### config.mk
export PLATFORM = sky130hd
export DESIGN_NAME = timer_bank_oneshot_periodic
export DESIGN_NICKNAME = d
export VERILOG_FILES = /design/src/rtl/tbop_pkg.sv /design/src/rtl/tbop_ram.sv /design/src/rtl/tbop_fifo.sv /design/src/rtl/tbop_front.sv /design/src/rtl/tbop_back.sv /design/src/rtl/timer_bank_oneshot_periodic.sv
export VERILOG_INCLUDE_DIRS = /design/src /design/src/rtl
export SDC_FILE = /design/constraint.sdc
export NUM_CORES = 2
export LEC_CHECK = 0
export ABC_AREA = 1
export BUFFER_PORTS_ARGS = -buffer_cell sky130_fd_sc_hd__buf_4
export CORE_ASPECT_RATIO = 1.4
export CORE_MARGIN = 2
export CORE_UTILIZATION = 65
export CTS_CLUSTER_SIZE = 30
export DETAILED_ROUTE_END_ITERATION = 7
export GPL_TIMING_DRIVEN = 0
export PLACE_DENSITY = 0.8
export SLEW_MARGIN = 20
export SYNTH_ARGS = -nofsm -noshare
export SYNTH_HDL_FRONTEND = slang
export SYNTH_HIERARCHICAL = 1
export SYNTH_SLANG_ARGS = --single-unit
### constraint.sdc
create_clock -name clk -period 16.2 [get_ports clk]
set_input_delay 1.62 -clock clk [delete_from_list [all_inputs] [get_ports clk]]
set_output_delay 1.62 -clock clk [all_outputs]
set_load 0.03 [all_outputs]
### src/rtl/timer_bank_oneshot_periodic_macros.svh
`ifndef TIMER_BANK_ONESHOT_PERIODIC_MACROS_SVH
`define TIMER_BANK_ONESHOT_PERIODIC_MACROS_SVH

// condition must never hold while out of reset
`define TBOP_NEVER(lbl, cond, msg) \
  lbl: assert property (@(posedge clk) disable iff (rst) !(cond)) else $error(msg);

// consequence must hold in the same cycle
`define TBOP_IMPLIES(lbl, ante, cons, msg) \
  lbl: assert property (@(posedge clk) disable iff (rst) (ante) |-> (cons)) else $error(msg);

// consequence must hold in the next cycle
`define TBOP_NEXT(lbl, ante, cons, msg) \
  lbl: assert property (@(posedge clk) disable iff (rst) (ante) |=> (cons)) else $error(msg);

`endif

### src/rtl/tbop_pkg.sv
`default_nettype none

package tbop_pkg;

  localparam logic [1:0] REQ_ADD    = 2'd0;
  localparam logic [1:0] REQ_REMOVE = 2'd1;
  localparam logic [1:0] REQ_TICK   = 2'd2;
  localparam logic [1:0] REQ_NONE   = 2'd3;

  localparam logic [1:0] KIND_ADD    = 2'd0;
  localparam logic [1:0] KIND_REMOVE = 2'd1;
  localparam logic [1:0] KIND_FIRE   = 2'd2;
  localparam logic [1:0] KIND_DONE   = 2'd3;

  typedef struct packed {
    logic [1:0]  op;
    logic [15:0] target;
    logic [31:0] message;
    logic [31:0] delay;
    logic [31:0] interval;
    logic [3:0]  slot;
    logic [31:0] elapsed;
  } cmd_t;

  typedef struct packed {
    logic [1:0]  kind;
    logic [3:0]  slot;
    logic [15:0] target;
    logic [31:0] message;
    logic        full;
    logic        last;
  } result_t;

  typedef struct packed {
    logic [15:0] target;
    logic [31:0] message;
    logic [31:0] remaining;
    logic [31:0] interval;
  } slot_t;

endpackage

`default_nettype wire

### src/rtl/tbop_ram.sv
`default_nettype none

module tbop_ram #(
  parameter int WIDTH = 8,
  parameter int DEPTH = 16,
  localparam int AW = (DEPTH > 1) ? $clog2(DEPTH) : 1
) (
  input  wire logic             clk,
  input  wire logic             we,
  input  wire logic [AW-1:0]    waddr,
  input  wire logic [WIDTH-1:0] wdata,
  input  wire logic [AW-1:0]    raddr,
  output logic      [WIDTH-1:0] rdata
);

  logic [WIDTH-1:0] mem [DEPTH];

  always_ff @(posedge clk) begin
    if (we) begin
      mem[waddr] <= wdata;
    end
    rdata <= mem[raddr];
  end

endmodule

`default_nettype wire

### src/rtl/tbop_fifo.sv
`default_nettype none

module tbop_fifo #(
  parameter type item_t = logic
) (
  input  wire logic  clk,
  input  wire logic  rst,
  input  wire logic  push,
  input  wire item_t din,
  output logic       full,
  input  wire logic  pop,
  output item_t      dout,
  output logic       empty
);

  item_t      mem [2];
  logic       wr_ptr;
  logic       rd_ptr;
  logic [1:0] count;
  logic       do_push;
  logic       do_pop;

  assign full    = (count == 2'd2);
  assign empty   = (count == 2'd0);
  assign do_push = push && !full;
  assign do_pop  = pop && !empty;
  assign dout    = mem[rd_ptr];

  always_ff @(posedge clk) begin
    if (rst) begin
      wr_ptr <= 1'b0;
      rd_ptr <= 1'b0;
      count  <= 2'd0;
    end else begin
      if (do_push) begin
        wr_ptr <= ~wr_ptr;
      end
      if (do_pop) begin
        rd_ptr <= ~rd_ptr;
      end
      count <= count + 2'(do_push) - 2'(do_pop);
    end
  end

  always_ff @(posedge clk) begin
    if (do_push) begin
      mem[wr_ptr] <= din;
    end
  end

endmodule

`default_nettype wire

### src/rtl/tbop_front.sv
`default_nettype none

module tbop_front
  import tbop_pkg::*;
(
  input  wire logic        clk,
  input  wire logic        rst,
  input  wire logic        push,
  output logic             full,
  input  wire logic [1:0]  req_type,
  input  wire logic [15:0] target_id,
  input  wire logic [31:0] message_token,
  input  wire logic [31:0] delay_time,
  input  wire logic [31:0] reload_interval,
  input  wire logic [3:0]  slot_index,
  input  wire logic [31:0] elapsed_time,
  output logic             cmd_valid,
  input  wire logic        cmd_take,
  output cmd_t             cmd
);

  cmd_t cmd_in;
  logic enq;
  logic q_empty;

  // unknown requests are taken and dropped
  assign enq = push && (req_type != REQ_NONE);

  always_comb begin
    cmd_in.op       = req_type;
    cmd_in.target   = target_id;
    cmd_in.message  = message_token;
    cmd_in.delay    = delay_time;
    cmd_in.interval = reload_interval;
    cmd_in.slot     = slot_index;
    cmd_in.elapsed  = elapsed_time;
  end

  tbop_fifo #(.item_t(cmd_t)) u_cmdq (
    .clk   (clk),
    .rst   (rst),
    .push  (enq),
    .din   (cmd_in),
    .full  (full),
    .pop   (cmd_take),
    .dout  (cmd),
    .empty (q_empty)
  );

  assign cmd_valid = !q_empty;

endmodule

`default_nettype wire

### src/rtl/tbop_back.sv
`default_nettype none

module tbop_back
  import tbop_pkg::*;
#(
  parameter int TIMER_SLOTS = 16,
  localparam int SW = (TIMER_SLOTS > 1) ? $clog2(TIMER_SLOTS) : 1
) (
  input  wire logic clk,
  input  wire logic rst,
  input  wire logic cmd_valid,
  output logic      cmd_take,
  input  wire cmd_t cmd,
  input  wire logic res_ok,
  output logic      res_push,
  output result_t   res
);

  localparam logic [1:0] ST_IDLE  = 2'd0;
  localparam logic [1:0] ST_TREAD = 2'd1;
  localparam logic [1:0] ST_TEVAL = 2'd2;
  localparam logic [1:0] ST_TDONE = 2'd3;

  localparam logic [SW-1:0] LAST_SLOT = SW'(TIMER_SLOTS - 1);

  logic [1:0]             state, state_next;
  logic [SW-1:0]          s, s_next;
  logic [31:0]            dt, dt_next;
  logic [TIMER_SLOTS-1:0] in_use, in_use_next;

  logic                   we;
  logic [SW-1:0]          waddr;
  slot_t                  wdata;
  logic [SW-1:0]          raddr;
  logic [$bits(slot_t)-1:0] rdata;
  slot_t                  rd;

  logic                   free_found;
  logic [SW-1:0]          free_idx;
  logic [SW+3:0]          free_w;
  logic [SW+3:0]          s_w;
  logic [SW+3:0]          rm_w;
  logic [SW-1:0]          rm_addr;
  logic                   rm_ok;
  logic                   active;
  logic                   fire;
  logic                   adv;

  assign rd      = rdata;
  assign free_w  = {4'b0, free_idx};
  assign s_w     = {4'b0, s};
  assign rm_w    = {{SW{1'b0}}, cmd.slot};
  assign rm_addr = rm_w[SW-1:0];
  assign rm_ok   = 7'(cmd.slot) < 7'(TIMER_SLOTS);
  assign active  = in_use[s] && (rd.target != 16'd0);
  assign fire    = active && (rd.remaining <= dt);
  assign adv     = !fire || res_ok;

  // lowest free slot
  always_comb begin
    free_found = 1'b0;
    free_idx   = '0;
    for (int i = TIMER_SLOTS - 1; i >= 0; i--) begin
      if (!in_use[i]) begin
        free_found = 1'b1;
        free_idx   = SW'(i);
      end
    end
  end

  always_comb begin
    state_next  = state;
    s_next      = s;
    dt_next     = dt;
    in_use_next = in_use;
    we          = 1'b0;
    waddr       = s;
    wdata       = rd;
    raddr       = s;
    cmd_take    = 1'b0;
    res_push    = 1'b0;
    res         = '0;
    case (state)
      ST_IDLE: begin
        if (cmd_valid) begin
          case (cmd.op)
            REQ_ADD: begin
              if (res_ok) begin
                cmd_take  = 1'b1;
                res_push  = 1'b1;
                res.kind  = KIND_ADD;
                res.last  = 1'b1;
                if (free_found) begin
                  res.slot            = free_w[3:0];
                  in_use_next[free_idx] = 1'b1;
                  we                  = 1'b1;
                  waddr               = free_idx;
                  wdata.target        = cmd.target;
                  wdata.message       = cmd.message;
                  wdata.remaining     = cmd.delay;
                  wdata.interval      = cmd.interval;
                end else begin
                  res.full = 1'b1;
                end
              end
            end
            REQ_REMOVE: begin
              if (res_ok) begin
                cmd_take = 1'b1;
                res_push = 1'b1;
                res.kind = KIND_REMOVE;
                res.slot = cmd.slot;
                res.last = 1'b1;
                if (rm_ok) begin
                  in_use_next[rm_addr] = 1'b0;
                end
              end
            end
            REQ_TICK: begin
              cmd_take   = 1'b1;
              dt_next    = cmd.elapsed;
              s_next     = '0;
              state_next = ST_TREAD;
            end
            default: begin
              cmd_take = 1'b1;
            end
          endcase
        end
      end
      ST_TREAD: begin
        state_next = ST_TEVAL;
      end
      ST_TEVAL: begin
        if (adv) begin
          if (fire) begin
            res_push    = 1'b1;
            res.kind    = KIND_FIRE;
            res.slot    = s_w[3:0];
            res.target  = rd.target;
            res.message = rd.message;
            if (rd.interval != 32'd0) begin
              we              = 1'b1;
              wdata.remaining = rd.interval;
            end else begin
              in_use_next[s] = 1'b0;
            end
          end else if (active) begin
            we              = 1'b1;
            wdata.remaining = rd.remaining - dt;
          end
          if (s == LAST_SLOT) begin
            state_next = ST_TDONE;
          end else begin
            s_next = s + 1'b1;
            raddr  = s + 1'b1;
          end
        end
      end
      ST_TDONE: begin
        if (res_ok) begin
          res_push   = 1'b1;
          res.kind   = KIND_DONE;
          res.last   = 1'b1;
          state_next = ST_IDLE;
        end
      end
      default: begin
        state_next = ST_IDLE;
      end
    endcase
  end

  always_ff @(posedge clk) begin
    if (rst) begin
      state  <= ST_IDLE;
      s      <= '0;
      in_use <= '0;
    end else begin
      state  <= state_next;
      s      <= s_next;
      in_use <= in_use_next;
    end
  end

  always_ff @(posedge clk) begin
    dt <= dt_next;
  end

  tbop_ram #(
    .WIDTH ($bits(slot_t)),
    .DEPTH (TIMER_SLOTS)
  ) u_slots (
    .clk   (clk),
    .we    (we),
    .waddr (waddr),
    .wdata (wdata),
    .raddr (raddr),
    .rdata (rdata)
  );

endmodule

`default_nettype wire

### src/rtl/timer_bank_oneshot_periodic.sv
`default_nettype none

`include "timer_bank_oneshot_periodic_macros.svh"

// Bank of TIMER_SLOTS countdown timers behind a two-word request queue and a
// two-word result queue. Add and remove are handled in the engine's idle state
// and give one word each, once the result queue has room. A tick steps through
// taking the request, starting the read, one visit per slot through the slot
// RAM's single read port (fire words go out as they are found), and the closing
// done word, and waits whenever a fire or done word meets a full result queue.
// Occupancy flags reset at once, so no clearing pass follows reset. Request
// type 3 is accepted and dropped without result.
module timer_bank_oneshot_periodic
  import tbop_pkg::*;
#(
  parameter int TIMER_SLOTS = 16
) (
  input  wire logic        clk,
  input  wire logic        rst,
  input  wire logic        push,
  output logic             full,
  input  wire logic [1:0]  req_type,
  input  wire logic [15:0] target_id,
  input  wire logic [31:0] message_token,
  input  wire logic [31:0] delay_time,
  input  wire logic [31:0] reload_interval,
  input  wire logic [3:0]  slot_index,
  input  wire logic [31:0] elapsed_time,
  output logic             empty,
  input  wire logic        pop,
  output logic [1:0]       result_kind,
  output logic [3:0]       result_slot,
  output logic [15:0]      fired_target,
  output logic [31:0]      fired_message,
  output logic             bank_full,
  output logic             last_result
);

  cmd_t    cmd;
  logic    cmd_valid;
  logic    cmd_take;
  result_t res;
  result_t res_out;
  logic    res_push;
  logic    outq_full;

  tbop_front u_front (
    .clk             (clk),
    .rst             (rst),
    .push            (push),
    .full            (full),
    .req_type        (req_type),
    .target_id       (target_id),
    .message_token   (message_token),
    .delay_time      (delay_time),
    .reload_interval (reload_interval),
    .slot_index      (slot_index),
    .elapsed_time    (elapsed_time),
    .cmd_valid       (cmd_valid),
    .cmd_take        (cmd_take),
    .cmd             (cmd)
  );

  tbop_back #(.TIMER_SLOTS(TIMER_SLOTS)) u_back (
    .clk       (clk),
    .rst       (rst),
    .cmd_valid (cmd_valid),
    .cmd_take  (cmd_take),
    .cmd       (cmd),
    .res_ok    (!outq_full),
    .res_push  (res_push),
    .res       (res)
  );

  tbop_fifo #(.item_t(result_t)) u_resq (
    .clk   (clk),
    .rst   (rst),
    .push  (res_push),
    .din   (res),
    .full  (outq_full),
    .pop   (pop),
    .dout  (res_out),
    .empty (empty)
  );

  assign result_kind   = res_out.kind;
  assign result_slot   = res_out.slot;
  assign fired_target  = res_out.target;
  assign fired_message = res_out.message;
  assign bank_full     = res_out.full;
  assign last_result   = res_out.last;

  `TBOP_NEVER(a_res_overflow, res_push && outq_full, "result word pushed into full queue")
  `TBOP_IMPLIES(a_take_valid, cmd_take, cmd_valid, "command taken from empty queue")
  `TBOP_IMPLIES(a_fire_not_last, res_push && (res.kind == KIND_FIRE), !res.last && !res.full, "fire word marked last or full")
  `TBOP_IMPLIES(a_done_last, res_push && (res.kind == KIND_DONE || res.kind == KIND_ADD || res.kind == KIND_REMOVE), res.last, "closing word not marked last")

endmodule

`default_nettype wire

==> reports/results.ini <==
[run_status]
run_status=complete, but fails checks
failed_checks=design-rule violations

[sta]
highest_clock_frequency_the_design_can_meet_mhz=157
slew_headroom_pct=17.0
clock-skew-final_ns=0.0534
finalHoldWorstSlack_ns=0.509
setup_viol_count_final=0
maxSlewViolCount=0
timing.final.hold_violations=0
final.period_utilization_pct=39.4
setup_repair_after_global_routing_missed_its_margin=no
finalSetupTns_ns=0
timing_worst_slew_pin_value_ns=1.25
layout_min_cycle_time_ns=6.38

[worst_setup_path]
worstSetupPathDepth=16
worstPathRequired_ns=16.77
worst_path_largest_cell_delay_ns=0.75
timing.setup.critical_path_class=reg -> reg
worst-path-max-fanout=18
setup.reg_to_reg.worst_slack_ns=9.82
slowest_stage=sky130_fd_sc_hd__nor2_4
reg2reg_end=u_back/u_slots/mem[6][18]
arrival_time_of_the_worst_setup_path_ns=6.95
cp.buffers_inverters=9
cp_common_cell=sky130_fd_sc_hd__buf_16
timing.critical_path.cells=buf_6 -> buf_8 -> buf_6 -> mux2_4 -> nor2_1 -> nand2_1 -> nor2_4 -> inv_1 -> buf_2 -> o21ai_0 -> nand3b_1 -> nor2_4 -> buf_12 -> buf_16 -> buf_16 -> buf_16
end_kind=register
cp-start-kind=register
timing.critical_path.max_delay_family=buffers and inverters
timing.reg2reg.worst_path_depth=16

[cts]
cts_resized=0
clockRootBuffer=sky130_fd_sc_hd__clkbuf_16
cts.clk_slew.worst_paths_ns=0.06
clock-sinks=2380
cts_tree=done
post-cts-setup-buffer-count=0
total_clock_buffers_created_by_cts=212
clk_latency_ns=0.88
h_tree_levels=4
cts_hold_repair.buffers=0
cts.path.max_buffers=3

[synthesis]
post_synthesis_cell_count=9508
yosys-top-cells-area=sky130_fd_sc_hd__edfxtp_1, sky130_fd_sc_hd__nand2_1, sky130_fd_sc_hd__nand3_1
synth-async-reset-ratio_pct=0
yosys-top-cells-count=sky130_fd_sc_hd__nand2_1, sky130_fd_sc_hd__edfxtp_1, sky130_fd_sc_hd__inv_1, sky130_fd_sc_hd__nand3_1, sky130_fd_sc_hd__buf_2
synth.largest_area_cell=sky130_fd_sc_hd__edfxtp_1
synth_area_per_cell_um2=10.8
netlist-cell-type-count=58
ys_seq_area_share_pct=67.9
synth_fp_nets=9707
yosys_most_used_dff=sky130_fd_sc_hd__edfxtp_1
synth_top_area_share_pct=65.1
mappedNetlistArea_um2=103000
yosysWarnings=6
synth.ff_latch_count=2380
synthMostInstantiatedCell=sky130_fd_sc_hd__nand2_1
synth_edf_count=2236

[layout]
layout_overhead_on_the_synthesized_area_pct=14.0
final_nets=10300
drive_above_1_share_pct=12.8

[die]
die_ht_um=475
core-area_um2=157000
top_level_ports=212
fp.dieW_um=341
dieArea_um2=162000
floorplan.initialDensity_pct=65.6
num_rows=172

[routing]
detail_route.drc_violations=1
drt-pass1-iter-count=8
route.vias.total=75100
detailedRoute.firstIterationViolations=10900
routed_wl_mm=317
routedWlPerCell_um=25.6
drtAntennaViolNets=0
via_per_inst=6.07

[power]
p_per_area_nw_per_um2=201
p_leak_uw=0.0489
worst_ir_drop_vdd_uv=150

[grt]
grt_start_max_net_pins=96
grt_pass1_vias=74500
first_pass_grt_wire_length_mm=456
remaining_global_route_overflow=0
grt_util_all_layers_pct=38.7
grt_antenna_before_repair=16

[hold_path]
timing.hold.worst_endpoint=u_front/u_cmdq/rd_ptr
hold_start=u_front/u_cmdq/rd_ptr
hold_path.class=reg -> reg
min_delay_path_depth=2

[placed_design]
place.gp.congestion=0.934
portBuffers=211
dp_hpwl_mm=217

[job]
cap_violations=0

[worst register-to-register path, cell delays in order (launching register included)]
cell,delay [ns]
sky130_fd_sc_hd__dfxtp_1,0.32
sky130_fd_sc_hd__buf_6,0.22
sky130_fd_sc_hd__buf_8,0.42
sky130_fd_sc_hd__buf_6,0.32
sky130_fd_sc_hd__mux2_4,0.36
sky130_fd_sc_hd__nor2_1,0.20
sky130_fd_sc_hd__nand2_1,0.18
sky130_fd_sc_hd__nor2_4,0.58
sky130_fd_sc_hd__inv_1,0.52
sky130_fd_sc_hd__buf_2,0.38
sky130_fd_sc_hd__o21ai_0,0.43
sky130_fd_sc_hd__nand3b_1,0.53
sky130_fd_sc_hd__nor2_4,0.76
sky130_fd_sc_hd__buf_12,0.28
sky130_fd_sc_hd__buf_16,0.21
sky130_fd_sc_hd__buf_16,0.21
sky130_fd_sc_hd__buf_16,0.18
[cell families after synthesis]
group / synth area share [%]
AO/OA/AOI/OAI: 2.34
XOR/XNOR: 0.212
adder cells (fa/ha/maj): 0.554
buffers and inverters: 8.19
flip-flops: 67.9
multiplexers: 2.77
AND/OR/NAND/NOR: 18.0
[registers in the layout, summed over array words and instances, names as in the netlist, named ones only]
register,cells
u_back/state,2
u_resq/wr_ptr,1
u_resq/rd_ptr,1
u_front/u_cmdq/wr_ptr,1
u_front/u_cmdq/rd_ptr,1
u_resq/count,2
u_front/u_cmdq/mem,300
u_back/u_slots/mem,1792
u_back/s,4
u_back/u_slots/rdata,112
u_back/dt,32
u_back/in_use,16
u_resq/mem,112
u_front/u_cmdq/count,2
[per-layer routing]
| layer | track usage [%] | wire length, um |
|---|---|---|
| met1 | 43.5 | 99400 |
| met4 | 31.5 | 30500 |
| met5 | 0 | 83 |
| met3 | 8.69 | 35900 |
| met2 | 63.6 | 151000 |
[cell type report]
class / instances / area (um2)
well taps: 2088 / 2610
clock inverters: 125 / 1270
clock buffers: 280 / 5860
multi-input cells: 5110 / 24800
flip-flops and latches: 2380 / 70000
diodes: 14 / 35.0
repair buffers: 358 / 4400
plain buffers: 457 / 2580
inverters: 1561 / 5870
fillers: 9617 / 39600
[worst max-delay path by stage]
| stage | end | slack, ns |
|---|---|---|
| after floorplan | u_front/u_cmdq/mem[0][0] | 7.44 |
| after global placement | u_back/u_slots/mem[6][21] | 0.75 |
| after detailed placement | u_back/u_slots/mem[6][21] | 10.07 |
| after CTS | u_back/u_slots/mem[6][21] | 10.07 |
| after global routing | u_back/u_slots/mem[6][21] | 9.86 |
| final | u_back/u_slots/mem[6][18] | 9.82 |
[per-stage QoR]
step	setup slack (ns)	instance area, um2	total power [uW]	util (%)	cells
after CTS	10.07	117000	23200	74.7	12400
after floorplan	7.44	103000	14100	-	9508
after detailed placement	10.07	110000	18000	70.2	12000
after global placement	0.754	107000	17600	68.3	11800
final	9.82	117000	23600	74.8	12400
after global routing	9.86	117000	24200	74.7	12400
[placed cells by master (no fill, tap or decap), types with 20 or more instances in the layout]
| cell | n |
|---|---|
| sky130_fd_sc_hd__a21oi_1 | 142 |
| sky130_fd_sc_hd__buf_1 | 24 |
| sky130_fd_sc_hd__buf_12 | 65 |
| sky130_fd_sc_hd__buf_16 | 44 |
| sky130_fd_sc_hd__buf_2 | 226 |
| sky130_fd_sc_hd__buf_4 | 288 |
| sky130_fd_sc_hd__buf_6 | 56 |
| sky130_fd_sc_hd__bufinv_16 | 20 |
| sky130_fd_sc_hd__clkbuf_1 | 147 |
| sky130_fd_sc_hd__clkbuf_16 | 214 |
| sky130_fd_sc_hd__clkbuf_8 | 26 |
| sky130_fd_sc_hd__clkinv_1 | 39 |
| sky130_fd_sc_hd__clkinv_2 | 37 |
| sky130_fd_sc_hd__dfxtp_1 | 144 |
| sky130_fd_sc_hd__edfxtp_1 | 2236 |
| sky130_fd_sc_hd__ha_1 | 44 |
| sky130_fd_sc_hd__inv_1 | 1543 |
| sky130_fd_sc_hd__mux2_2 | 66 |
| sky130_fd_sc_hd__mux2_4 | 140 |
| sky130_fd_sc_hd__nand2_1 | 2761 |
| sky130_fd_sc_hd__nand3_1 | 1416 |
| sky130_fd_sc_hd__nor2_1 | 134 |
| sky130_fd_sc_hd__nor2_4 | 24 |
| sky130_fd_sc_hd__o21ai_0 | 132 |
| sky130_fd_sc_hd__o21ai_1 | 73 |
[report_power, final]
| part | total [uW] | switching (uW) | internal [uW] |
|---|---|---|---|
| clock | 5140 | 2270 | 2880 |
| combinational | 9720 | 7210 | 2510 |
| sequential | 8740 | 375 | 8360 |
| total | 23600 | 9850 | 13800 |
Note: power is estimated with default switching activity, not from simulation.
